===== src/hdl/cat_pkg.sv =====
// Shared types and constants for the countdown alarm timer.
package cat_pkg;

    localparam int TIME_W = 32;
    localparam int REM_W  = 22;
    localparam int TOT_W  = 12;

    typedef enum logic [1:0] {
        MODE_SET   = 2'd0,
        MODE_RUN   = 2'd1,
        MODE_ALARM = 2'd2
    } mode_t;

    localparam logic [2:0] KIND_TAP      = 3'd0;
    localparam logic [2:0] KIND_TICK     = 3'd1;
    localparam logic [2:0] KIND_STEP_MIN = 3'd2;
    localparam logic [2:0] KIND_STEP_SEC = 3'd3;
    localparam logic [2:0] KIND_LEAVE    = 3'd4;

    localparam logic CFG_CHIME_ROUNDS = 1'b0;
    localparam logic CFG_PULSE_PERIOD = 1'b1;

    localparam logic [3:0]  CHIME_ROUNDS_RST = 4'd5;
    localparam logic [15:0] PULSE_PERIOD_RST = 16'd400;

    localparam int NOTES_PER_ROUND = 3;
    localparam int NOTE_MS         = 150;
    localparam int GAP_MS          = 50;
    localparam int ROUND_PAUSE_MS  = 300;
    localparam int MS_PER_SEC      = 1000;
    localparam int SECS_PER_MIN    = 60;
    localparam int MAX_SETTING     = 59;

    localparam logic [TIME_W-1:0] NOTE_STEP_MS = TIME_W'(NOTE_MS + GAP_MS);
    localparam logic [TIME_W-1:0] ROUND_STEP_MS =
        TIME_W'(NOTES_PER_ROUND * (NOTE_MS + GAP_MS) + ROUND_PAUSE_MS);

    // ceil(2^32/1000) and ceil(2^18/60); exact over the ranges used here
    localparam logic [22:0] RECIP_1000 = 23'd4294968;
    localparam logic [12:0] RECIP_60   = 13'd4370;

    typedef struct packed {
        mode_t            mode;
        logic [5:0]       set_mins;
        logic [5:0]       set_secs;
        logic [REM_W-1:0] remaining;
        logic             play;
        logic [1:0]       note;
        logic             highlight;
    } res_t;

endpackage


===== src/hdl/cat_ctrl.sv =====
// Timer state update: mode machine, countdown, pulse and chime schedule.
module cat_ctrl import cat_pkg::*; (
    input  logic              aclk,
    input  logic              aresetn,
    input  logic              in_valid,
    output logic              in_ready,
    input  logic [2:0]        in_kind,
    input  logic [TIME_W-1:0] in_now,
    input  logic [6:0]        in_step,
    input  logic [3:0]        chime_rounds,
    input  logic [15:0]       pulse_period,
    output logic              res_valid,
    input  logic              res_ready,
    output res_t              res
);

    mode_t              mode_reg, mode_next;
    logic [5:0]         set_min_reg, set_min_next;
    logic [5:0]         set_sec_reg, set_sec_next;
    logic [REM_W-1:0]   remaining_reg, remaining_next;
    logic [TIME_W-1:0]  last_tick_reg, last_tick_next;
    logic [3:0]         round_reg, round_next;
    logic [1:0]         note_reg, note_next;
    logic [TIME_W-1:0]  chime_time_reg, chime_time_next;
    logic               phase_reg, phase_next;
    logic [TIME_W-1:0]  pulse_time_reg, pulse_time_next;
    logic               valid_reg;
    res_t               res_reg, res_next;

    logic               fire;
    logic [TIME_W-1:0]  delta;
    logic               expired;
    logic               pulse_due;
    logic               chime_due;
    logic [1:0]         note_inc;
    logic               round_end;
    logic [3:0]         round_after;
    logic               alarm_done;
    logic               set_nonzero;
    logic [REM_W-1:0]   set_ms;
    logic               play;
    logic [1:0]         play_idx;

    function automatic logic [5:0] clamp_add(input logic [5:0] cur, input logic [6:0] d);
        logic signed [7:0] v;
        v = $signed({2'b00, cur}) + $signed({d[6], d});
        if (v < 0) begin
            return 6'd0;
        end else if (v > 8'sd59) begin
            return 6'(MAX_SETTING);
        end
        return v[5:0];
    endfunction

    assign in_ready    = !valid_reg || res_ready;
    assign fire        = in_valid && in_ready;
    assign delta       = in_now - last_tick_reg;
    assign expired     = delta >= {{(TIME_W-REM_W){1'b0}}, remaining_reg};
    assign pulse_due   = (in_now - pulse_time_reg) >= {16'd0, pulse_period};
    assign chime_due   = (round_reg < chime_rounds) && (in_now >= chime_time_reg);
    assign note_inc    = note_reg + 2'd1;
    assign round_end   = note_inc >= 2'(NOTES_PER_ROUND);
    assign round_after = (chime_due && round_end) ? round_reg + 4'd1 : round_reg;
    assign alarm_done  = round_after >= chime_rounds;
    assign set_nonzero = (set_min_reg != 6'd0) || (set_sec_reg != 6'd0);
    assign set_ms      = REM_W'(set_min_reg) * REM_W'(SECS_PER_MIN * MS_PER_SEC)
                       + REM_W'(set_sec_reg) * REM_W'(MS_PER_SEC);

    // next mode
    always_comb begin
        mode_next = mode_reg;
        if (fire) begin
            case (in_kind)
                KIND_TAP: begin
                    if (mode_reg == MODE_ALARM || mode_reg == MODE_RUN) begin
                        mode_next = MODE_SET;
                    end else if (set_nonzero) begin
                        mode_next = MODE_RUN;
                    end
                end
                KIND_TICK: begin
                    if (mode_reg == MODE_RUN && expired) begin
                        mode_next = MODE_ALARM;
                    end else if (mode_reg == MODE_ALARM && alarm_done) begin
                        mode_next = MODE_SET;
                    end
                end
                KIND_LEAVE: begin
                    if (mode_reg == MODE_ALARM) begin
                        mode_next = MODE_SET;
                    end
                end
                default: ;
            endcase
        end
    end

    // datapath state
    always_comb begin
        set_min_next    = set_min_reg;
        set_sec_next    = set_sec_reg;
        remaining_next  = remaining_reg;
        last_tick_next  = last_tick_reg;
        round_next      = round_reg;
        note_next       = note_reg;
        chime_time_next = chime_time_reg;
        phase_next      = phase_reg;
        pulse_time_next = pulse_time_reg;
        play            = 1'b0;
        play_idx        = 2'd0;
        if (fire) begin
            case (in_kind)
                KIND_TAP: begin
                    if (mode_reg == MODE_ALARM) begin
                        note_next = 2'd0;
                    end else if (mode_reg == MODE_SET && set_nonzero) begin
                        remaining_next = set_ms;
                        last_tick_next = in_now;
                    end
                end
                KIND_TICK: begin
                    if (mode_reg == MODE_RUN) begin
                        last_tick_next = in_now;
                        if (expired) begin
                            remaining_next  = '0;
                            round_next      = 4'd0;
                            note_next       = 2'd0;
                            chime_time_next = in_now;
                            phase_next      = 1'b0;
                            pulse_time_next = in_now;
                        end else begin
                            // delta is below remaining here, so it fits
                            remaining_next = remaining_reg - delta[REM_W-1:0];
                        end
                    end else if (mode_reg == MODE_ALARM) begin
                        if (pulse_due) begin
                            phase_next      = !phase_reg;
                            pulse_time_next = in_now;
                        end
                        if (chime_due) begin
                            play     = 1'b1;
                            play_idx = note_reg;
                            if (round_end) begin
                                note_next       = 2'd0;
                                round_next      = round_after;
                                chime_time_next = in_now + ROUND_STEP_MS;
                            end else begin
                                note_next       = note_inc;
                                chime_time_next = in_now + NOTE_STEP_MS;
                            end
                        end
                        if (alarm_done) begin
                            note_next = 2'd0;
                        end
                    end
                end
                KIND_STEP_MIN: begin
                    if (mode_reg == MODE_SET) begin
                        set_min_next = clamp_add(set_min_reg, in_step);
                    end
                end
                KIND_STEP_SEC: begin
                    if (mode_reg == MODE_SET) begin
                        set_sec_next = clamp_add(set_sec_reg, in_step);
                    end
                end
                KIND_LEAVE: begin
                    if (mode_reg == MODE_ALARM) begin
                        note_next = 2'd0;
                    end
                end
                default: ;
            endcase
        end
    end

    // result word for this item
    always_comb begin
        res_next.mode      = mode_next;
        res_next.set_mins  = set_min_next;
        res_next.set_secs  = set_sec_next;
        res_next.remaining = remaining_next;
        res_next.play      = play;
        res_next.note      = play_idx;
        res_next.highlight = (mode_next == MODE_ALARM) && phase_next;
    end

    always_ff @(posedge aclk) begin
        if (!aresetn) begin
            mode_reg       <= MODE_SET;
            set_min_reg    <= '0;
            set_sec_reg    <= '0;
            remaining_reg  <= '0;
            last_tick_reg  <= '0;
            round_reg      <= '0;
            note_reg       <= '0;
            chime_time_reg <= '0;
            phase_reg      <= 1'b0;
            pulse_time_reg <= '0;
            valid_reg      <= 1'b0;
        end else begin
            mode_reg       <= mode_next;
            set_min_reg    <= set_min_next;
            set_sec_reg    <= set_sec_next;
            remaining_reg  <= remaining_next;
            last_tick_reg  <= last_tick_next;
            round_reg      <= round_next;
            note_reg       <= note_next;
            chime_time_reg <= chime_time_next;
            phase_reg      <= phase_next;
            pulse_time_reg <= pulse_time_next;
            if (in_ready) begin
                valid_reg <= in_valid;
            end
        end
    end

    always_ff @(posedge aclk) begin
        if (fire) begin
            res_reg <= res_next;
        end
    end

    assign res_valid = valid_reg;
    assign res       = res_reg;

    a_tap_stops_run: assert property (@(posedge aclk) disable iff (!aresetn)
        fire && in_kind == KIND_TAP && mode_reg == MODE_RUN |=> mode_reg == MODE_SET)
        else $error("tap while running did not stop the count");

    a_note_idle: assert property (@(posedge aclk) disable iff (!aresetn)
        mode_reg != MODE_ALARM |-> note_reg == 2'd0)
        else $error("note pointer not cleared outside alarm");

    a_note_range: assert property (@(posedge aclk) disable iff (!aresetn)
        note_reg < 2'(NOTES_PER_ROUND))
        else $error("note pointer beyond round");

    a_run_counts_down: assert property (@(posedge aclk) disable iff (!aresetn)
        fire && in_kind == KIND_TICK && mode_reg == MODE_RUN && !expired
        |=> remaining_reg <= $past(remaining_reg) && mode_reg == MODE_RUN)
        else $error("countdown grew on a tick");

endmodule


===== src/hdl/cat_disp.sv =====
// Display pipeline: splits the remaining milliseconds into minutes and seconds.
module cat_disp import cat_pkg::*; (
    input  logic       aclk,
    input  logic       aresetn,
    input  logic       in_valid,
    output logic       in_ready,
    input  res_t       in_res,
    output logic       out_valid,
    input  logic       out_ready,
    output logic [1:0] out_mode,
    output logic [5:0] out_mins,
    output logic [5:0] out_secs,
    output logic       out_play,
    output logic [1:0] out_note,
    output logic       out_highlight
);

    logic             vb_reg, vc_reg, vo_reg;
    logic             ready_c, ready_o;
    res_t             db_reg, dc_reg;
    logic [TOT_W-1:0] totb_reg, totc_reg;
    logic [5:0]       minc_reg;
    logic [44:0]      prod_sec;
    logic [24:0]      prod_min;
    logic [TOT_W-1:0] secs_full;
    logic [5:0]       mins_sel, secs_sel;
    logic [1:0]       mode_o_reg;
    logic [5:0]       mins_o_reg, secs_o_reg;
    logic             play_o_reg, hl_o_reg;
    logic [1:0]       note_o_reg;

    assign ready_o  = !vo_reg || out_ready;
    assign ready_c  = !vc_reg || ready_o;
    assign in_ready = !vb_reg || ready_c;

    // whole seconds, then minutes, by reciprocal multiply
    assign prod_sec  = 45'(in_res.remaining) * 45'(RECIP_1000);
    assign prod_min  = 25'(totb_reg) * 25'(RECIP_60);
    assign secs_full = totc_reg - ((TOT_W'(minc_reg) << 6) - (TOT_W'(minc_reg) << 2));
    assign mins_sel  = (dc_reg.mode == MODE_SET) ? dc_reg.set_mins : minc_reg;
    assign secs_sel  = (dc_reg.mode == MODE_SET) ? dc_reg.set_secs : secs_full[5:0];

    always_ff @(posedge aclk) begin
        if (!aresetn) begin
            vb_reg <= 1'b0;
            vc_reg <= 1'b0;
            vo_reg <= 1'b0;
        end else begin
            if (in_ready) begin
                vb_reg <= in_valid;
            end
            if (ready_c) begin
                vc_reg <= vb_reg;
            end
            if (ready_o) begin
                vo_reg <= vc_reg;
            end
        end
    end

    always_ff @(posedge aclk) begin
        if (in_ready && in_valid) begin
            db_reg   <= in_res;
            totb_reg <= prod_sec[32 +: TOT_W];
        end
        if (ready_c && vb_reg) begin
            dc_reg   <= db_reg;
            totc_reg <= totb_reg;
            minc_reg <= prod_min[23:18];
        end
        if (ready_o && vc_reg) begin
            mode_o_reg <= dc_reg.mode;
            mins_o_reg <= mins_sel;
            secs_o_reg <= secs_sel;
            play_o_reg <= dc_reg.play;
            note_o_reg <= dc_reg.note;
            hl_o_reg   <= dc_reg.highlight;
        end
    end

    assign out_valid     = vo_reg;
    assign out_mode      = mode_o_reg;
    assign out_mins      = mins_o_reg;
    assign out_secs      = secs_o_reg;
    assign out_play      = play_o_reg;
    assign out_note      = note_o_reg;
    assign out_highlight = hl_o_reg;

    a_secs_range: assert property (@(posedge aclk) disable iff (!aresetn)
        vc_reg && dc_reg.mode != MODE_SET |-> secs_full < TOT_W'(SECS_PER_MIN))
        else $error("seconds split out of range");

    a_mins_range: assert property (@(posedge aclk) disable iff (!aresetn)
        vo_reg |-> mins_o_reg <= 6'(MAX_SETTING))
        else $error("minutes out of range");

    a_no_note_silent: assert property (@(posedge aclk) disable iff (!aresetn)
        vo_reg && !play_o_reg |-> note_o_reg == 2'd0)
        else $error("note index set without a note");

endmodule


===== src/hdl/countdown_alarm_timer.sv =====
// Top level of the countdown alarm timer: ports, settings registers, word packing.
//
// Input words arrive on the s_ channel: s_tuser carries the event kind (tap, tick,
// step minutes, step seconds, leave), s_tdata the millisecond time and step amount.
// Every accepted word gives exactly one result word on the m_ channel: the mode,
// the shown minutes and seconds, a chime note trigger and the alarm highlight,
// all as they stand after that event.
// Settings go in through the cfg_ channel (index 0 chime rounds, 1 pulse period);
// cfg_ready is always high and a write takes effect on the next word.
// Pipeline: the state update registers the result word; the two reciprocal multiplies
// that split the remaining milliseconds into minutes and seconds take one stage each,
// and the output register comes last.
// Throughput: one word per cycle while the m_ side keeps up. A stalled m_ side fills the
// four stages one by one; s_tready drops only when all of them hold words.
// Reset (aresetn low at a clock edge) returns to set mode with 0:00, clears the
// pipeline, and loads 5 chime rounds and a 400 ms pulse period.
module countdown_alarm_timer import cat_pkg::*; (
    input  logic        aclk,
    input  logic        aresetn,
    input  logic        s_tvalid,
    output logic        s_tready,
    input  logic [39:0] s_tdata,   // now_ms[31:0], step_amount[38:32], zero [39]
    input  logic [2:0]  s_tuser,   // kind[2:0]
    output logic        m_tvalid,
    input  logic        m_tready,
    output logic [23:0] m_tdata,   // mode[1:0], show_mins[7:2], show_secs[13:8],
                                   // play_note[14], note_index[16:15], highlight[17],
                                   // zero [23:18]
    input  logic        cfg_valid,
    output logic        cfg_ready,
    input  logic        cfg_index,
    input  logic [15:0] cfg_data
);

    logic [3:0]  chime_rounds_reg;
    logic [15:0] pulse_period_reg;
    logic        res_valid, res_ready;
    res_t        res;
    logic [1:0]  out_mode;
    logic [5:0]  out_mins, out_secs;
    logic        out_play, out_highlight;
    logic [1:0]  out_note;

    assign cfg_ready = 1'b1;

    always_ff @(posedge aclk) begin
        if (!aresetn) begin
            chime_rounds_reg <= CHIME_ROUNDS_RST;
            pulse_period_reg <= PULSE_PERIOD_RST;
        end else if (cfg_valid) begin
            case (cfg_index)
                CFG_CHIME_ROUNDS: chime_rounds_reg <= cfg_data[3:0];
                CFG_PULSE_PERIOD: pulse_period_reg <= cfg_data;
                default: ;
            endcase
        end
    end

    cat_ctrl u_ctrl (
        .aclk         (aclk),
        .aresetn      (aresetn),
        .in_valid     (s_tvalid),
        .in_ready     (s_tready),
        .in_kind      (s_tuser),
        .in_now       (s_tdata[31:0]),
        .in_step      (s_tdata[38:32]),
        .chime_rounds (chime_rounds_reg),
        .pulse_period (pulse_period_reg),
        .res_valid    (res_valid),
        .res_ready    (res_ready),
        .res          (res)
    );

    cat_disp u_disp (
        .aclk          (aclk),
        .aresetn       (aresetn),
        .in_valid      (res_valid),
        .in_ready      (res_ready),
        .in_res        (res),
        .out_valid     (m_tvalid),
        .out_ready     (m_tready),
        .out_mode      (out_mode),
        .out_mins      (out_mins),
        .out_secs      (out_secs),
        .out_play      (out_play),
        .out_note      (out_note),
        .out_highlight (out_highlight)
    );

    assign m_tdata = {6'd0, out_highlight, out_note, out_play, out_secs, out_mins, out_mode};

endmodule


===== config.mk =====
export PLATFORM = sky130hd
export DESIGN_NAME = countdown_alarm_timer
export DESIGN_NICKNAME = d
export VERILOG_FILES = /design/src/hdl/cat_pkg.sv /design/src/hdl/cat_ctrl.sv /design/src/hdl/cat_disp.sv /design/src/hdl/countdown_alarm_timer.sv
export SDC_FILE = /design/constraint.sdc
export NUM_CORES = 1
export LEC_CHECK = 0
export CAP_MARGIN = 30
export CORE_ASPECT_RATIO = 0.6
export CORE_UTILIZATION = 45
export DETAILED_ROUTE_END_ITERATION = 10
export DONT_BUFFER_PORTS = 1
export GPL_ROUTABILITY_DRIVEN = 0
export PLACE_DENSITY = 0.67
export SYNTH_ARGS = -nofsm -noshare
export SYNTH_HDL_FRONTEND = slang
export SYNTH_SLANG_ARGS = --single-unit

===== constraint.sdc =====
create_clock -name aclk -period 7 [get_ports aclk]
set_input_delay 1.4 -clock aclk [delete_from_list [all_inputs] [get_ports aclk]]
set_output_delay 1.4 -clock aclk [all_outputs]
set_load 0.01 [all_outputs]

==> impl_summary.log <==
INFO  metric clock_path_buffers = 3
INFO  metric floorplan.die_area = 63500 um^2
INFO  metric die_h = 196 um
INFO  metric final_util = 0.492
INFO  metric initialDrtViolationCount = 2051
INFO  metric timing.critical_path.from_type = flop
INFO  metric grt_pass1_wl = 116 mm
INFO  metric met3_layer_wire_length_in_the_routed_design = 8.20 mm
INFO  metric synth.lib_cells_used.distinct = 89
INFO  metric layout_cells_sized_above_1 = 0.0473
INFO  metric io-pin-count = 92
INFO  metric rel_slew_slack = 0.231
INFO  metric reg2reg_setup_slack = 350 ps
INFO  metric top_layer = met4
INFO  metric width_of_the_chip = 325 um
INFO  metric grt_remaining_overflow = 0
INFO  metric antenna_violating_nets_post_route = 0
INFO  metric holdPathStages = 0
INFO  metric rsz0062_at_grt = no
INFO  metric ys_warn_count = 0
INFO  metric worst-slew-pin-transition = 1140 ps
INFO  metric slowest_stage_cell_cp = sky130_fd_sc_hd__edfxtp_1
INFO  metric ys_seq_area_frac = 0.242
INFO  metric dpl-instance-area = 29100 um^2
INFO  metric yosys.area.top_type = sky130_fd_sc_hd__ha_1
INFO  metric max_cap_viol_count = 0
INFO  metric crit_path_frequent_cell = sky130_fd_sc_hd__fa_1
INFO  metric timing.critical_path.depth = 21
INFO  metric path_clk_slew = 70 ps
INFO  metric synth-seq-cells = 281
INFO  metric num-nets-final = 3825
INFO  metric ctsRootBufferMaster = sky130_fd_sc_hd__clkbuf_16
INFO  metric ir_worst_vdd = 0.165 mV
INFO  metric critPathRequiredTime = 7380 ps
INFO  metric largest_reg_flops = 40
INFO  metric grt_antenna_before_repair = 3
INFO  metric grt.total_usage = 0.233
INFO  metric synth.top_cells.by_area = sky130_fd_sc_hd__ha_1 (22%), sky130_fd_sc_hd__edfxtp_1 (13%), sky130_fd_sc_hd__dfxtp_1 (12%)
INFO  metric initial_utilization = 0.459
INFO  metric finalWirelength = 74.4 mm
INFO  metric nature_of_the_critical_path_endpoint = flop
INFO  metric count_of_pins_over_their_slew_limit = 0
INFO  metric detail_route.wirelength.met1 = 39.8 mm
INFO  metric worstSetupPathType = flop to flop
INFO  metric min_period_over_period = 0.950
INFO  metric grt_max_degree = 140
INFO  metric most-common-layout-cells = sky130_fd_sc_hd__inv_1 (507), sky130_fd_sc_hd__ha_1 (498), sky130_fd_sc_hd__nand2_1 (301)
INFO  metric synthesis.area = 28100 um^2
INFO  metric tritoncts = built
INFO  metric setup_viol_count_final = 0
INFO  metric max_stage_delay = 670 ps
INFO  metric clock_sink_count = 281
INFO  metric drcViolationCount = 0
INFO  metric post_drt_wl_per_cell = 18.7 um
INFO  metric io_buffers = 0
INFO  metric status = completed
INFO  metric fin_worst_skew = 65.1 ps
INFO  metric reg2regPathDepth = 21
INFO  metric p_leak = 13.4 nW
INFO  metric syn-mean-instance-area = 8.94 um^2
INFO  metric postSynth.asyncResetShare = 0
INFO  metric floorplan.rows = 70
INFO  metric routed-via-count = 21825
INFO  metric path_max_fanout = 6
INFO  metric portion_of_synthesized_cell_area_occupied_by_the_leading_cell_type = 0.222
INFO  metric cp_cell_sequence = ha_1 -> ha_1 -> fa_1 -> inv_1 -> fa_1 -> inv_1 -> fa_1 -> fa_1 -> fa_1 -> ha_1 -> o21a_1 -> o21ai_0 -> a21oi_1 -> o2111ai_1 -> a21oi_1 -> o31a_1 -> o41a_1 -> nand4_1 -> nand3b_1 -> a21oi_1 -> xnor2_1
INFO  metric path_buf_inv = 2
INFO  metric worst_min_path_class = flop to flop
INFO  metric core = 61300 um^2
INFO  metric cts_repair_resize_count = 0
INFO  metric worst_setup_path_startpoint = u_ctrl.res[11]
INFO  metric via_count_of_the_first_global_routing_pass = 19904
INFO  metric detailedRoute.firstPassIterationCount = 6
INFO  metric startpoint_of_the_lowest_slack_hold_path = u_disp.db_reg[34]
INFO  metric number_of_buffers_created_by_cts = 30
INFO  metric layout.cells.most_common = sky130_fd_sc_hd__inv_1
INFO  metric vias_per_cell = 5.49
INFO  metric syn-instance-count = 3144
INFO  metric layout-area-overhead-vs-synth = 7.23%
INFO  metric number_of_synthesized_flops_with_an_enable_pin = 118
INFO  metric highest_clock_frequency_the_design_can_meet = 0.150 GHz
INFO  metric timing_hold_violations_final = 0
INFO  metric worstSkewPairLatency = 630 ps
INFO  metric cp_top_family = adder cells
INFO  metric cp.arrival = 7030 ps
INFO  metric postCtsSetupBuffers = 0
INFO  metric worstReg2RegStart = u_ctrl.res[11]
INFO  metric final.setup.tns = 0 ps
INFO  metric synth_flop_cell = sky130_fd_sc_hd__dfxtp_1
INFO  metric dp_hpwl = 59.8 mm
INFO  metric dr_wl_met2 = 25.6 mm
INFO  metric cts_hold_repair.buffers = 0
INFO  metric min_period = 6650 ps
INFO  metric ctsHtreeMaxLevel = 1
INFO  metric p_per_area = 183 nW/um^2
INFO  metric stdcell_area = 30200 um^2
==> path summary, 6_finish.rpt <==
check / to
worst min register to register: u_disp.dc_reg[34]
worst min-delay path: u_disp.dc_reg[34]
worst max register to register: u_disp.totb_reg[10]
worst max-delay path: u_disp.totb_reg[10]
==> logic make-up after synthesis <==
kind of cell,Yosys count,share of synthesized area
xor gates and xnor gates,151,0.0470
AOI/OAI and AO/OA,668,0.158
muxes,72,0.0261
DFF,281,0.242
and+or+nand+nor,737,0.126
other,2,0.000267
adders and majority gates,634,0.318
buffers and inverters,599,0.0824
==> where the power goes <==
group	internal (mW)	switching (mW)	leakage, nW
Sequential	1.77	0.0578	2.46
Combinational	0.850	1.15	10.5
Clock	0.957	0.745	0.504
==> cell usage after synthesis (61+ instances only) <==
cell type and count:
sky130_fd_sc_hd__o21ai_0 118, sky130_fd_sc_hd__inv_1 508, sky130_fd_sc_hd__xnor2_1 102, sky130_fd_sc_hd__edfxtp_1 118, sky130_fd_sc_hd__nand2_1 301, sky130_fd_sc_hd__ha_1 498, sky130_fd_sc_hd__nor3_1 61, sky130_fd_sc_hd__a21o_1 63
sky130_fd_sc_hd__clkbuf_1 61, sky130_fd_sc_hd__a21oi_1 198, sky130_fd_sc_hd__nor2_1 118, sky130_fd_sc_hd__dfxtp_1 163, sky130_fd_sc_hd__fa_1 136, sky130_fd_sc_hd__mux2i_1 61
==> area by class of cell <==
type / count / area (um^2)
antenna: 1 / 2.50
clock buffer: 35 / 779
clock inverter: 21 / 254
fill: 5817 / 31200
inverter: 509 / 1910
multi-input combinational: 2269 / 19000
sequential: 281 / 6810
tap: 828 / 1040
timing repair buffer: 35 / 317
==> metrics by stage <==
step	hold slack [ps]	setup WS, ps	cells	power [mW]
floorplan	400	853	3149	3.33
global placement	402	178	3921	3.79
detailed placement	405	161	3922	3.82
CTS	414	437	3978	5.54
global route	422	87.1	3978	5.92
finish	418	349	3979	5.53
==> metal layers <==
metal,vias up,GRT usage
li1,10800,-
met1,10324,0.386
met2,653,0.278
met3,48,0.0817
met4,0,0.0280
met5,-,0
(Power assumes the default switching activity.)
